--- config.mk ---
export PLATFORM = sky130hd
export DESIGN_NAME = audio_rms_envelope_meter_core
export DESIGN_NICKNAME = d
export VERILOG_FILES = /design/src/hdl/arm_pkg.sv /design/src/hdl/arm_mul.sv /design/src/hdl/arm_div.sv /design/src/hdl/arm_sqrt.sv /design/src/hdl/audio_rms_envelope_meter_core.sv
export SDC_FILE = /design/constraint.sdc
export NUM_CORES = 1
export LEC_CHECK = 0
export ABC_AREA = 0
export BUFFER_PORTS_ARGS = -buffer_cell sky130_fd_sc_hd__buf_2
export CAP_MARGIN = 0
export CORE_MARGIN = 10
export CORE_UTILIZATION = 42
export DETAILED_ROUTE_END_ITERATION = 6
export PLACE_DENSITY = 0.66
export RECOVER_POWER = 25
export SLEW_MARGIN = 15
export SYNTH_ARGS = -nofsm -noshare
export SYNTH_HDL_FRONTEND = slang
export SYNTH_SLANG_ARGS = --single-unit
export TNS_END_PERCENT = 20
--- constraint.sdc ---
create_clock -name clk -period 3.46 [get_ports clk]
set_clock_uncertainty 0.2 [all_clocks]
set_input_delay 0.346 -clock clk [delete_from_list [all_inputs] [get_ports clk]]
set_output_delay 0.346 -clock clk [all_outputs]
set_load 0.05 [all_outputs]
--- src/hdl/arm_pkg.sv ---
// ----------------------------------------------------------------------------
// arm_pkg
// shared types, widths and codes of the rms envelope meter
// ----------------------------------------------------------------------------
`default_nettype none

package arm_pkg;

	localparam int SAMPLE_W  = 16;
	localparam int MAG_W     = SAMPLE_W + 1;
	localparam int COEF_W    = 16;
	localparam int ENV_W     = 16;
	localparam int GAIN_W    = 16;
	localparam int GAIN_FRAC = 8;
	localparam int PUB_W     = 24;
	localparam int SSP_W     = 32;
	localparam int BLOCK_MAX = 4096;
	localparam int CNT_W     = $clog2(BLOCK_MAX + 1);
	localparam int MUL_W     = MAG_W;
	localparam int PROD_W    = 2 * MUL_W;
	localparam int SUM_W     = CNT_W + 2 * MAG_W - 4;
	localparam int DVD_W     = SUM_W + 2;
	localparam int ROOT_W    = (DVD_W + 1) / 2;
	localparam int CFG_IDX_W = 4;
	localparam int CFG_DATA_W = 24;

	localparam logic [GAIN_W-1:0] GAIN_RESET = GAIN_W'(256);

	typedef enum logic [CFG_IDX_W-1:0] {
		REG_ATTACK  = 4'd0,
		REG_RELEASE = 4'd1,
		REG_GAIN    = 4'd2,
		REG_PUBLISH = 4'd3
	} cfg_reg_t;

	typedef enum logic [3:0] {
		ST_IDLE,
		ST_SQUARE,
		ST_COUNT,
		ST_DIVIDE,
		ST_ROOT,
		ST_SMOOTH_SETUP,
		ST_SMOOTH,
		ST_DECIDE,
		ST_GAIN,
		ST_PUBLISH
	} state_t;

	typedef struct packed {
		logic signed [SAMPLE_W-1:0] sample;
		logic                       last_of_block;
	} in_item_t;

	typedef struct packed {
		logic [ENV_W-1:0] level;
		logic [ENV_W-1:0] envelope;
	} out_item_t;

	typedef struct packed {
		logic busy;
		logic done;
	} unit_sts_t;

endpackage

`default_nettype wire

--- src/hdl/arm_mul.sv ---
// ----------------------------------------------------------------------------
// arm_mul
// serial shift-add multiplier, one multiplier bit per cycle
// ----------------------------------------------------------------------------
`default_nettype none

module arm_mul (
	input  wire logic                        clk,
	input  wire logic                        arst_n,
	input  wire logic                        start,
	input  wire logic [arm_pkg::MUL_W-1:0]   a,
	input  wire logic [arm_pkg::MUL_W-1:0]   b,
	output logic      [arm_pkg::PROD_W-1:0]  p,
	output arm_pkg::unit_sts_t               sts
);
	import arm_pkg::*;

	localparam int STEP_W = $clog2(MUL_W);
	localparam logic [STEP_W-1:0] LAST = STEP_W'(MUL_W - 1);

	logic [PROD_W-1:0] p_q;
	logic [MUL_W-1:0]  mcand_q;
	logic [STEP_W-1:0] step_q;
	logic              busy_q;
	logic              done_q;
	logic [MUL_W:0]    upper_sum;

	assign upper_sum = {1'b0, p_q[PROD_W-1:MUL_W]} + (p_q[0] ? {1'b0, mcand_q} : '0);

	always_ff @(posedge clk or negedge arst_n) begin
		if (!arst_n) begin
			busy_q <= 1'b0;
			done_q <= 1'b0;
			step_q <= '0;
		end else begin
			done_q <= busy_q && (step_q == LAST);
			if (start) begin
				busy_q <= 1'b1;
				step_q <= '0;
			end else if (busy_q) begin
				if (step_q == LAST) begin
					busy_q <= 1'b0;
				end
				step_q <= step_q + STEP_W'(1);
			end
		end
	end

	always_ff @(posedge clk) begin
		if (start) begin
			p_q     <= {{MUL_W{1'b0}}, b};
			mcand_q <= a;
		end else if (busy_q) begin
			p_q <= {upper_sum, p_q[MUL_W-1:1]};
		end
	end

	assign p        = p_q;
	assign sts.busy = busy_q;
	assign sts.done = done_q;

endmodule

`default_nettype wire

--- src/hdl/arm_div.sv ---
// ----------------------------------------------------------------------------
// arm_div
// restoring divider, one quotient bit per cycle
// ----------------------------------------------------------------------------
`default_nettype none

module arm_div (
	input  wire logic                        clk,
	input  wire logic                        arst_n,
	input  wire logic                        start,
	input  wire logic [arm_pkg::DVD_W-1:0]   dividend,
	input  wire logic [arm_pkg::CNT_W-1:0]   divisor,
	output logic      [arm_pkg::DVD_W-1:0]   quotient,
	output arm_pkg::unit_sts_t               sts
);
	import arm_pkg::*;

	localparam int STEP_W = $clog2(DVD_W);
	localparam logic [STEP_W-1:0] LAST = STEP_W'(DVD_W - 1);

	logic [DVD_W-1:0]  q_q;
	logic [CNT_W-1:0]  d_q;
	logic [CNT_W-1:0]  r_q;
	logic [STEP_W-1:0] step_q;
	logic              busy_q;
	logic              done_q;
	logic [CNT_W:0]    r_shift;
	logic [CNT_W:0]    r_diff;
	logic              fits;

	assign r_shift = {r_q, q_q[DVD_W-1]};
	assign fits    = r_shift >= {1'b0, d_q};
	assign r_diff  = r_shift - {1'b0, d_q};

	always_ff @(posedge clk or negedge arst_n) begin
		if (!arst_n) begin
			busy_q <= 1'b0;
			done_q <= 1'b0;
			step_q <= '0;
		end else begin
			done_q <= busy_q && (step_q == LAST);
			if (start) begin
				busy_q <= 1'b1;
				step_q <= '0;
			end else if (busy_q) begin
				if (step_q == LAST) begin
					busy_q <= 1'b0;
				end
				step_q <= step_q + STEP_W'(1);
			end
		end
	end

	always_ff @(posedge clk) begin
		if (start) begin
			q_q <= dividend;
			d_q <= divisor;
			r_q <= '0;
		end else if (busy_q) begin
			q_q <= {q_q[DVD_W-2:0], fits};
			r_q <= fits ? r_diff[CNT_W-1:0] : r_shift[CNT_W-1:0];
		end
	end

	assign quotient = q_q;
	assign sts.busy = busy_q;
	assign sts.done = done_q;

endmodule

`default_nettype wire

--- src/hdl/arm_sqrt.sv ---
// ----------------------------------------------------------------------------
// arm_sqrt
// digit-by-digit integer square root, one root bit per cycle
// ----------------------------------------------------------------------------
`default_nettype none

module arm_sqrt (
	input  wire logic                        clk,
	input  wire logic                        arst_n,
	input  wire logic                        start,
	input  wire logic [arm_pkg::DVD_W-1:0]   radicand,
	output logic      [arm_pkg::ROOT_W-1:0]  root,
	output arm_pkg::unit_sts_t               sts
);
	import arm_pkg::*;

	localparam int RAD_W  = 2 * ROOT_W;
	localparam int STEP_W = $clog2(ROOT_W);
	localparam logic [STEP_W-1:0] LAST = STEP_W'(ROOT_W - 1);

	logic [RAD_W-1:0]  x_q;
	logic [ROOT_W-1:0] root_q;
	logic [ROOT_W+1:0] rem_q;
	logic [STEP_W-1:0] step_q;
	logic              busy_q;
	logic              done_q;
	logic [ROOT_W+3:0] rem_shift;
	logic [ROOT_W+3:0] trial;
	logic [ROOT_W+3:0] rem_diff;
	logic              fits;

	assign rem_shift = {rem_q, x_q[RAD_W-1:RAD_W-2]};
	assign trial     = {2'b00, root_q, 2'b01};
	assign fits      = rem_shift >= trial;
	assign rem_diff  = rem_shift - trial;

	always_ff @(posedge clk or negedge arst_n) begin
		if (!arst_n) begin
			busy_q <= 1'b0;
			done_q <= 1'b0;
			step_q <= '0;
		end else begin
			done_q <= busy_q && (step_q == LAST);
			if (start) begin
				busy_q <= 1'b1;
				step_q <= '0;
			end else if (busy_q) begin
				if (step_q == LAST) begin
					busy_q <= 1'b0;
				end
				step_q <= step_q + STEP_W'(1);
			end
		end
	end

	always_ff @(posedge clk) begin
		if (start) begin
			x_q    <= RAD_W'(radicand);
			root_q <= '0;
			rem_q  <= '0;
		end else if (busy_q) begin
			x_q    <= {x_q[RAD_W-3:0], 2'b00};
			root_q <= {root_q[ROOT_W-2:0], fits};
			rem_q  <= fits ? rem_diff[ROOT_W+1:0] : rem_shift[ROOT_W+1:0];
		end
	end

	assign root     = root_q;
	assign sts.busy = busy_q;
	assign sts.done = done_q;

endmodule

`default_nettype wire

--- src/hdl/audio_rms_envelope_meter_core.sv ---
// ----------------------------------------------------------------------------
// audio_rms_envelope_meter_core
// block rms level meter with attack/release envelope and gain
//
// input channel in_valid/in_ready/in_data carries one pcm sample and a
// last-of-block flag per transaction. the block works on one sample at a
// time: squaring goes through a serial multiplier, and a sample is added
// to the block sum before the next one is taken. a block end (flag set,
// or the block reaching 4096 samples) adds a serial divide, a serial
// square root and a serial multiply for the smoothing; a published block
// adds a serial gain multiply on top.
// a result transaction (level, envelope) is offered on out_valid/out_ready
// only when publish_samples is nonzero and reached. the result sits in an
// output register, so new samples are taken while it waits; a further
// result is held back, with no sample taken, until the receiver has taken
// the earlier one.
// configuration writes on cfg_valid/cfg_index/cfg_data are always taken.
// reset clears the sum, counters and envelope, sets gain to 1.0 and the
// other registers, all but the output data register, to zero.
// ----------------------------------------------------------------------------
`default_nettype none

module audio_rms_envelope_meter_core (
	input  wire logic                            clk,
	input  wire logic                            arst_n,
	input  wire logic                            in_valid,
	output logic                                 in_ready,
	input  wire arm_pkg::in_item_t               in_data,
	output logic                                 out_valid,
	input  wire logic                            out_ready,
	output arm_pkg::out_item_t                   out_data,
	input  wire logic                            cfg_valid,
	output logic                                 cfg_ready,
	input  wire logic [arm_pkg::CFG_IDX_W-1:0]   cfg_index,
	input  wire logic [arm_pkg::CFG_DATA_W-1:0]  cfg_data
);
	import arm_pkg::*;

	state_t state_q;
	state_t state_d;

	logic [COEF_W-1:0] attack_q;
	logic [COEF_W-1:0] release_q;
	logic [GAIN_W-1:0] gain_q;
	logic [PUB_W-1:0]  publish_q;

	logic [SUM_W-1:0]  sum_q;
	logic [CNT_W-1:0]  count_q;
	logic [ENV_W-1:0]  env_q;
	logic [SSP_W-1:0]  ssp_q;
	logic              last_q;
	logic [ENV_W-1:0]  rms_q;
	logic              up_q;

	logic              out_valid_q;
	out_item_t         out_q;

	logic              mul_start;
	logic              div_start;
	logic              sqrt_start;
	logic              out_load;
	logic [MUL_W-1:0]  mul_a;
	logic [MUL_W-1:0]  mul_b;
	logic [PROD_W-1:0] mul_p;
	logic [DVD_W-1:0]  div_q;
	logic [ROOT_W-1:0] root;
	unit_sts_t         mul_sts;
	unit_sts_t         div_sts;
	unit_sts_t         sqrt_sts;

	logic signed [MAG_W-1:0] sample_x;
	logic [MAG_W-1:0]  mag;
	logic [ENV_W-1:0]  rms_sat;
	logic [ENV_W-1:0]  diff;
	logic [ENV_W-1:0]  step;
	logic [SSP_W:0]    ssp_total;
	logic [ENV_W-1:0]  level_sat;
	logic              block_end;
	logic              publish_due;

	assign sample_x = MAG_W'(in_data.sample);
	assign mag      = sample_x[MAG_W-1] ? MAG_W'(-sample_x) : MAG_W'(sample_x);
	assign rms_sat  = (|root[ROOT_W-1:ENV_W]) ? '1 : root[ENV_W-1:0];
	assign diff     = (rms_q > env_q) ? (rms_q - env_q) : (env_q - rms_q);
	assign step     = mul_p[2*ENV_W-1:ENV_W];
	assign ssp_total = {1'b0, ssp_q} + (SSP_W+1)'(count_q);
	assign level_sat = (|mul_p[PROD_W-1:ENV_W+GAIN_FRAC]) ? '1
		: mul_p[ENV_W+GAIN_FRAC-1:GAIN_FRAC];
	assign block_end   = last_q || (count_q >= CNT_W'(BLOCK_MAX));
	assign publish_due = (publish_q != '0) && (ssp_q >= SSP_W'(publish_q));

	arm_mul u_mul (
		.clk    (clk),
		.arst_n (arst_n),
		.start  (mul_start),
		.a      (mul_a),
		.b      (mul_b),
		.p      (mul_p),
		.sts    (mul_sts)
	);

	arm_div u_div (
		.clk      (clk),
		.arst_n   (arst_n),
		.start    (div_start),
		.dividend ({sum_q, 2'b00}),
		.divisor  (count_q),
		.quotient (div_q),
		.sts      (div_sts)
	);

	arm_sqrt u_sqrt (
		.clk      (clk),
		.arst_n   (arst_n),
		.start    (sqrt_start),
		.radicand (div_q),
		.root     (root),
		.sts      (sqrt_sts)
	);

	always_ff @(posedge clk or negedge arst_n) begin
		if (!arst_n) begin
			state_q <= ST_IDLE;
		end else begin
			state_q <= state_d;
		end
	end

	always_comb begin
		state_d    = state_q;
		in_ready   = 1'b0;
		mul_start  = 1'b0;
		div_start  = 1'b0;
		sqrt_start = 1'b0;
		out_load   = 1'b0;
		mul_a      = '0;
		mul_b      = '0;
		case (state_q)
			ST_IDLE: begin
				in_ready = 1'b1;
				mul_a    = mag;
				mul_b    = mag;
				if (in_valid) begin
					mul_start = 1'b1;
					state_d   = ST_SQUARE;
				end
			end
			ST_SQUARE: begin
				if (mul_sts.done) begin
					state_d = ST_COUNT;
				end
			end
			ST_COUNT: begin
				if (block_end) begin
					div_start = 1'b1;
					state_d   = ST_DIVIDE;
				end else begin
					state_d = ST_IDLE;
				end
			end
			ST_DIVIDE: begin
				if (div_sts.done) begin
					sqrt_start = 1'b1;
					state_d    = ST_ROOT;
				end
			end
			ST_ROOT: begin
				if (sqrt_sts.done) begin
					state_d = ST_SMOOTH_SETUP;
				end
			end
			ST_SMOOTH_SETUP: begin
				mul_a     = MUL_W'(diff);
				mul_b     = MUL_W'((rms_q > env_q) ? attack_q : release_q);
				mul_start = 1'b1;
				state_d   = ST_SMOOTH;
			end
			ST_SMOOTH: begin
				if (mul_sts.done) begin
					state_d = ST_DECIDE;
				end
			end
			ST_DECIDE: begin
				mul_a = MUL_W'(env_q);
				mul_b = MUL_W'(gain_q);
				if (publish_due) begin
					mul_start = 1'b1;
					state_d   = ST_GAIN;
				end else begin
					state_d = ST_IDLE;
				end
			end
			ST_GAIN: begin
				if (mul_sts.done) begin
					state_d = ST_PUBLISH;
				end
			end
			ST_PUBLISH: begin
				if (!out_valid_q || out_ready) begin
					out_load = 1'b1;
					state_d  = ST_IDLE;
				end
			end
			default: begin
				state_d = ST_IDLE;
			end
		endcase
	end

	// block accumulation, envelope and publish counter
	always_ff @(posedge clk or negedge arst_n) begin
		if (!arst_n) begin
			sum_q   <= '0;
			count_q <= '0;
			env_q   <= '0;
			ssp_q   <= '0;
			last_q  <= 1'b0;
			rms_q   <= '0;
			up_q    <= 1'b0;
		end else begin
			if (state_q == ST_IDLE && in_valid) begin
				last_q <= in_data.last_of_block;
			end
			if (state_q == ST_SQUARE && mul_sts.done) begin
				sum_q   <= sum_q + SUM_W'(mul_p);
				count_q <= count_q + CNT_W'(1);
			end
			if (state_q == ST_ROOT && sqrt_sts.done) begin
				rms_q <= rms_sat;
			end
			if (state_q == ST_SMOOTH_SETUP) begin
				up_q <= rms_q > env_q;
			end
			if (state_q == ST_SMOOTH && mul_sts.done) begin
				env_q   <= up_q ? (rms_q - step) : (rms_q + step);
				ssp_q   <= ssp_total[SSP_W] ? '1 : ssp_total[SSP_W-1:0];
				sum_q   <= '0;
				count_q <= '0;
			end
			if (out_load) begin
				ssp_q <= '0;
			end
		end
	end

	// configuration registers
	assign cfg_ready = 1'b1;

	always_ff @(posedge clk or negedge arst_n) begin
		if (!arst_n) begin
			attack_q  <= '0;
			release_q <= '0;
			gain_q    <= GAIN_RESET;
			publish_q <= '0;
		end else if (cfg_valid) begin
			case (cfg_reg_t'(cfg_index))
				REG_ATTACK:  attack_q  <= cfg_data[COEF_W-1:0];
				REG_RELEASE: release_q <= cfg_data[COEF_W-1:0];
				REG_GAIN:    gain_q    <= cfg_data[GAIN_W-1:0];
				REG_PUBLISH: publish_q <= cfg_data[PUB_W-1:0];
				default: begin
				end
			endcase
		end
	end

	// output register
	always_ff @(posedge clk or negedge arst_n) begin
		if (!arst_n) begin
			out_valid_q <= 1'b0;
		end else if (out_load) begin
			out_valid_q <= 1'b1;
		end else if (out_ready) begin
			out_valid_q <= 1'b0;
		end
	end

	always_ff @(posedge clk) begin
		if (out_load) begin
			out_q.level    <= level_sat;
			out_q.envelope <= env_q;
		end
	end

	assign out_valid = out_valid_q;
	assign out_data  = out_q;

	a_count_bound: assert property (@(posedge clk) disable iff (!arst_n)
		count_q <= CNT_W'(BLOCK_MAX))
		else $error("block count above maximum");

	a_accept_starts_mul: assert property (@(posedge clk) disable iff (!arst_n)
		(in_valid && in_ready) |=> mul_sts.busy)
		else $error("sample transaction did not start the multiplier");

	a_mul_idle_on_start: assert property (@(posedge clk) disable iff (!arst_n)
		mul_start |-> !mul_sts.busy)
		else $error("multiplier restarted while busy");

	a_divisor_nonzero: assert property (@(posedge clk) disable iff (!arst_n)
		(state_q == ST_DIVIDE) |-> (count_q != '0))
		else $error("divide with empty block");

	a_publish_clears: assert property (@(posedge clk) disable iff (!arst_n)
		out_load |=> (out_valid && ssp_q == '0))
		else $error("publish did not present result and clear counter");

endmodule

`default_nettype wire
==> PnR_summary.wiki <==
{| class="wikitable"
! Metric !! Value
|-
| Status || finished, violations left
|-
| Violations in the final reports || capacitance limit, slew limit, setup timing
|-
| Share of Yosys cell area claimed by the top area cell type || 0.200
|-
| Peak supply drop || 0.541 mV
|-
| Startpoint of the lowest-slack register-to-register path || rms_q[1]
|-
| Mapped Avg Cell Area || 9.45 µm²
|-
| Number of violations reported at the end of detailed-routing iteration 0 || 1709
|-
| Worst path arrival time || 3.65 ns
|-
| Placement Rows || 93
|-
| Share of flip-flops with an asynchronous set or reset || 0.471
|-
| Headroom to the max-slew limit || -0.632
|-
| Depth of the CTS H-tree || 2
|-
| Via count of the first global-routing pass || 21.2k
|-
| Setup violation total in the final timing report || 2
|-
| Worst-Margin Slew || 2.45 ns
|-
| P&R area growth vs syn || 16.9%
|-
| Count of max-cap constraint violations || 1
|-
| Lkg Pwr || 14.3 nW
|-
| Worst reg-to-reg setup slack || -0.04 ns
|-
| # DRC || 0
|-
| Antenna viol nets, final || 0
|-
| Most common cell in the synthesized netlist || sky130_fd_sc_hd__nand2_1
|-
| Overall die width || 276 µm
|-
| TritonCTS clock tree || done
|-
| Max Slew Vio Count || 103
|-
| Post-synthesis cell type with the largest combined area || sky130_fd_sc_hd__dfrtp_1
|-
| RePlAce Congestion || 0.912
|-
| Share of the synthesized netlist area taken by xor and xnor gates || 0.0491
|-
| Post-Syn Area || 27500 µm²
|-
| Area after DPL || 30000 µm²
|-
| Half-perimeter wire length after placement || 53000 µm
|-
| Clock Tree Root || sky130_fd_sc_hd__clkbuf_16
|-
| Post-synthesis share of cell area spent on full adders, half adders and majority gates || 0.0875
|-
| Port Buf Inserts || 83
|-
| Commonest cells in the netlist || 387 x sky130_fd_sc_hd__nand2_1, 221 x sky130_fd_sc_hd__a21oi_1, 220 x sky130_fd_sc_hd__dfrtp_1, 218 x sky130_fd_sc_hd__nor2_1, 181 x sky130_fd_sc_hd__ha_1
|-
| Hold Worst Slack || 0.0614 ns
|-
| Pwr/cell area || 717 nW/µm²
|-
| Fraction of the mapped netlist area in compound gates || 0.160
|-
| Share of post-route cells with drive strength above 1 || 0.156
|-
| Worst setup slack after layout || -0.0418 ns
|-
| Unique masters post-synth || 81
|-
| Die Y-Extent || 276 µm
|-
| Length in cells of the worst reg-to-reg path || 10
|-
| Final critical-path share of the clock period || 1.01
|-
| Die area || 76100 µm²
|-
| Sum of negative setup slack || -0.0737 ns
|-
| Starting density of the core || 0.426
|-
| Vias per inst || 5.47
|-
| Largest net degree at the start of global routing || 104
|-
| Overall routed net length || 72800 µm
|-
| Portion of netlist area occupied by mux cells || 0.0596
|-
| Worst-path cell chain || ha_1 > nor2b_1 > o21ai_0 > a21oi_1 > o41a_1 > a2111oi_2 > a211oi_2 > a221oi_2 > xnor2_1 > a221o_1
|-
| Clock-pin slew of the registers on the worst-case setup and hold paths || 0.06 ns
|-
| Simple-Gate Fraction of Synth Area || 0.162
|-
| Core Util, Final || 0.498
|-
| Start-to-end type of the worst setup path || reg -> reg
|-
| Highest-delay cell along the critical path || sky130_fd_sc_hd__dfrtp_1
|-
| Clock buffer count from CTS || 52
|-
| Core box area || 64600 µm²
|-
| RSZ-0062 raised after global routing || yes
|-
| Portion of the post-synthesis area used by sequential elements || 0.443
|-
| Worst setup path end || u_mul.mcand_q[9]
|-
| Worst min-delay path category || in -> reg
|-
| Largest stage delay on the critical path || 0.48 ns
|-
| Start point of the critical path || rms_q[1]
|-
| Worst endpoint required time || 3.61 ns
|-
| Capture point of the worst reg-to-reg path || u_mul.mcand_q[9]
|-
| Dominant combinational cell family by area after synthesis || simple AND/OR/NAND/NOR gates
|-
| Main flop type after synthesis || sky130_fd_sc_hd__dfrtp_1
|-
| DRT Pass-1 Iters || 5
|-
| #FFs+latches synth || 469
|-
| Syn. warnings || 0
|-
| Count of mapped cells out of synthesis || 2909
|-
| Biggest area contributors in the synthesized netlist || sky130_fd_sc_hd__dfrtp_1 20%, sky130_fd_sc_hd__edfxtp_1 18%, sky130_fd_sc_hd__ha_1 8.2%, sky130_fd_sc_hd__dfxtp_1 5.9%, sky130_fd_sc_hd__nand2_1 5.3%
|-
| Wire length of the first global-routing pass || 117000 µm
|-
| Top-level port count || 85
|-
| Startpoint type of the worst setup path || flop
|-
| Post-layout instance area || 32100 µm²
|-
| Nets in the synthesized netlist || 3147
|-
| Post-DR wirelength/cell || 18.1 µm
|-
| Total congestion overflow after global routing || 0
|-
| Max FO, Critical Path || 6
|-
| Buffer levels on the longest clock path || 3
|-
| Fin. Hold Viols || 0
|-
| Post-layout min period || 3.50 ns
|-
| EDFF count, synth || 167
|-
| Maximum frequency from static timing analysis || 0.286 GHz
|-
| Vias after detailed routing || 22.1k
|-
| Worst-skew pair later-pin latency || 0.61 ns
|-
| Initial antenna violation count || 4
|-
| Sinks on the clock net || 469
|-
| NumNets Final || 3372
|-
| GRT Util Overall || 0.191
|-
| Critical path endpoint category || flop
|}
-- critical path, delay by kind of cell (launching register included) --
kind | cells | cell delay, ns
adder cells (fa/ha/maj) | 1 | 0.38
XOR/XNOR | 1 | 0.10
AND/OR/NAND/NOR | 1 | 0.15
AO/OA/AOI/OAI | 7 | 1.97
flip-flops | 1 | 0.48
-- worst min path at each step --
| stage | startpoint | to | cells past startpoint |
|---|---|---|---|
| 3_3_place_gp | arst_n | publish_q[18] | 1 |
| 4_1_cts | in_data[1] | u_mul.p[0] | 3 |
| 6_report | in_data[1] | u_mul.mcand_q[0] | 3 |
| 5_1_grt | in_data[1] | u_mul.p[0] | 3 |
| 3_5_place_dp | arst_n | publish_q[18] | 1 |
| 2_1_floorplan | arst_n | attack_q[0] | 0 |
-- metal layers --
metal | up-vias | GRT usage | share of wire | routed length (µm)
met5 | - | 0 | 0.00015 | 11
met4 | 2 | 0.0533 | 0.024 | 1750
met3 | 109 | 0.0331 | 0.064 | 4680
met2 | 583 | 0.292 | 0.44 | 31900
met1 | 10526 | 0.273 | 0.47 | 34500
li1 | 10833 | - | - | -
-- area by class of cell --
class                   count  area [µm²]
flip-flops and latches    469       12200
diodes                      1        2.50
clock inverters            28         246
multi-input cells        2163       14500
inverters                 153         574
fillers                  5924       32400
repair buffers            295        2140
well taps                 855        1070
clock buffers              69        1470
-- logic make-up (layout without fill, tap and decap cells) --
| family | after synthesis | count (layout) |
|---|---|---|
| AOI/OAI and AO/OA | 697 | 697 |
| muxes | 152 | 152 |
| and+or+nand+nor | 970 | 970 |
| buffers and inverters | 277 | 545 |
| adders and majority gates | 188 | 188 |
| xor gates and xnor gates | 154 | 154 |
| other | 2 | 3 |
| DFF | 469 | 469 |
-- report_power, final --
part           switching [mW]  total (mW)  internal [mW]
registers               0.932        7.95           7.02
clock network            2.37        5.59           3.22
logic                    5.21        9.50           4.29
total                    8.51        23.0           14.5
-- placed cells by master (no fill, tap or decap), types with 30 or more instances in the layout --
cell type	n
sky130_fd_sc_hd__nand2_1	384
sky130_fd_sc_hd__dfrtp_1	219
sky130_fd_sc_hd__a21oi_1	216
sky130_fd_sc_hd__nor2_1	215
sky130_fd_sc_hd__ha_1	177
sky130_fd_sc_hd__edfxtp_1	167
sky130_fd_sc_hd__o21ai_0	153
sky130_fd_sc_hd__inv_1	149
sky130_fd_sc_hd__buf_4	146
sky130_fd_sc_hd__mux2_2	93
sky130_fd_sc_hd__buf_2	82
sky130_fd_sc_hd__nand3_1	81
sky130_fd_sc_hd__xnor2_1	81
sky130_fd_sc_hd__dfxtp_1	81
sky130_fd_sc_hd__a21o_1	74
sky130_fd_sc_hd__xor2_1	73
sky130_fd_sc_hd__mux2i_1	56
sky130_fd_sc_hd__clkbuf_16	56
sky130_fd_sc_hd__nor3_1	47
sky130_fd_sc_hd__and3_1	36
sky130_fd_sc_hd__clkbuf_1	35
sky130_fd_sc_hd__nand4_1	32
sky130_fd_sc_hd__and2_1	30
-- through the flow --
| step | power [mW] | std cells | setup WS, ns |
|---|---|---|---|
| finish | 23.0 | 4033 | -0.0418 |
| global route | 24.6 | 4033 | -0.196 |
| CTS | 22.9 | 4025 | -0.00952 |
| detailed placement | 17.2 | 3898 | -0.181 |
| global placement | 17.1 | 3898 | -0.121 |
| floorplan | 14.2 | 2909 | 0.0847 |
-- flip-flops by register name, summed over array words and instances, names as in the netlist, 4 cells and up --
name / count
attack_q: 16
u_div.step_q: 6
count_q: 13
u_mul.p: 34
release_q: 16
out_data: 32
sum_q: 43
u_sqrt.root: 23
env_q: 16
u_div.r_q: 13
u_div.d_q: 13
u_sqrt.step_q: 5
ssp_q: 32
state_q: 4
u_sqrt.rem_q: 25
u_sqrt.x_q: 46
gain_q: 16
publish_q: 24
u_mul.step_q: 5
u_mul.mcand_q: 17
u_div.quotient: 45
rms_q: 16
-- what timing repair did --
action                     in CTS  in global routing
buffers inserted                2                  6
setup endpoints to repair      20                 71
resized for setup               7                 58
hold endpoints to repair      172                  0
pin swaps                       5                 15
cloned                          0                  1
hold buffers                   28                  0
Power figures use the tool's default switching activity.
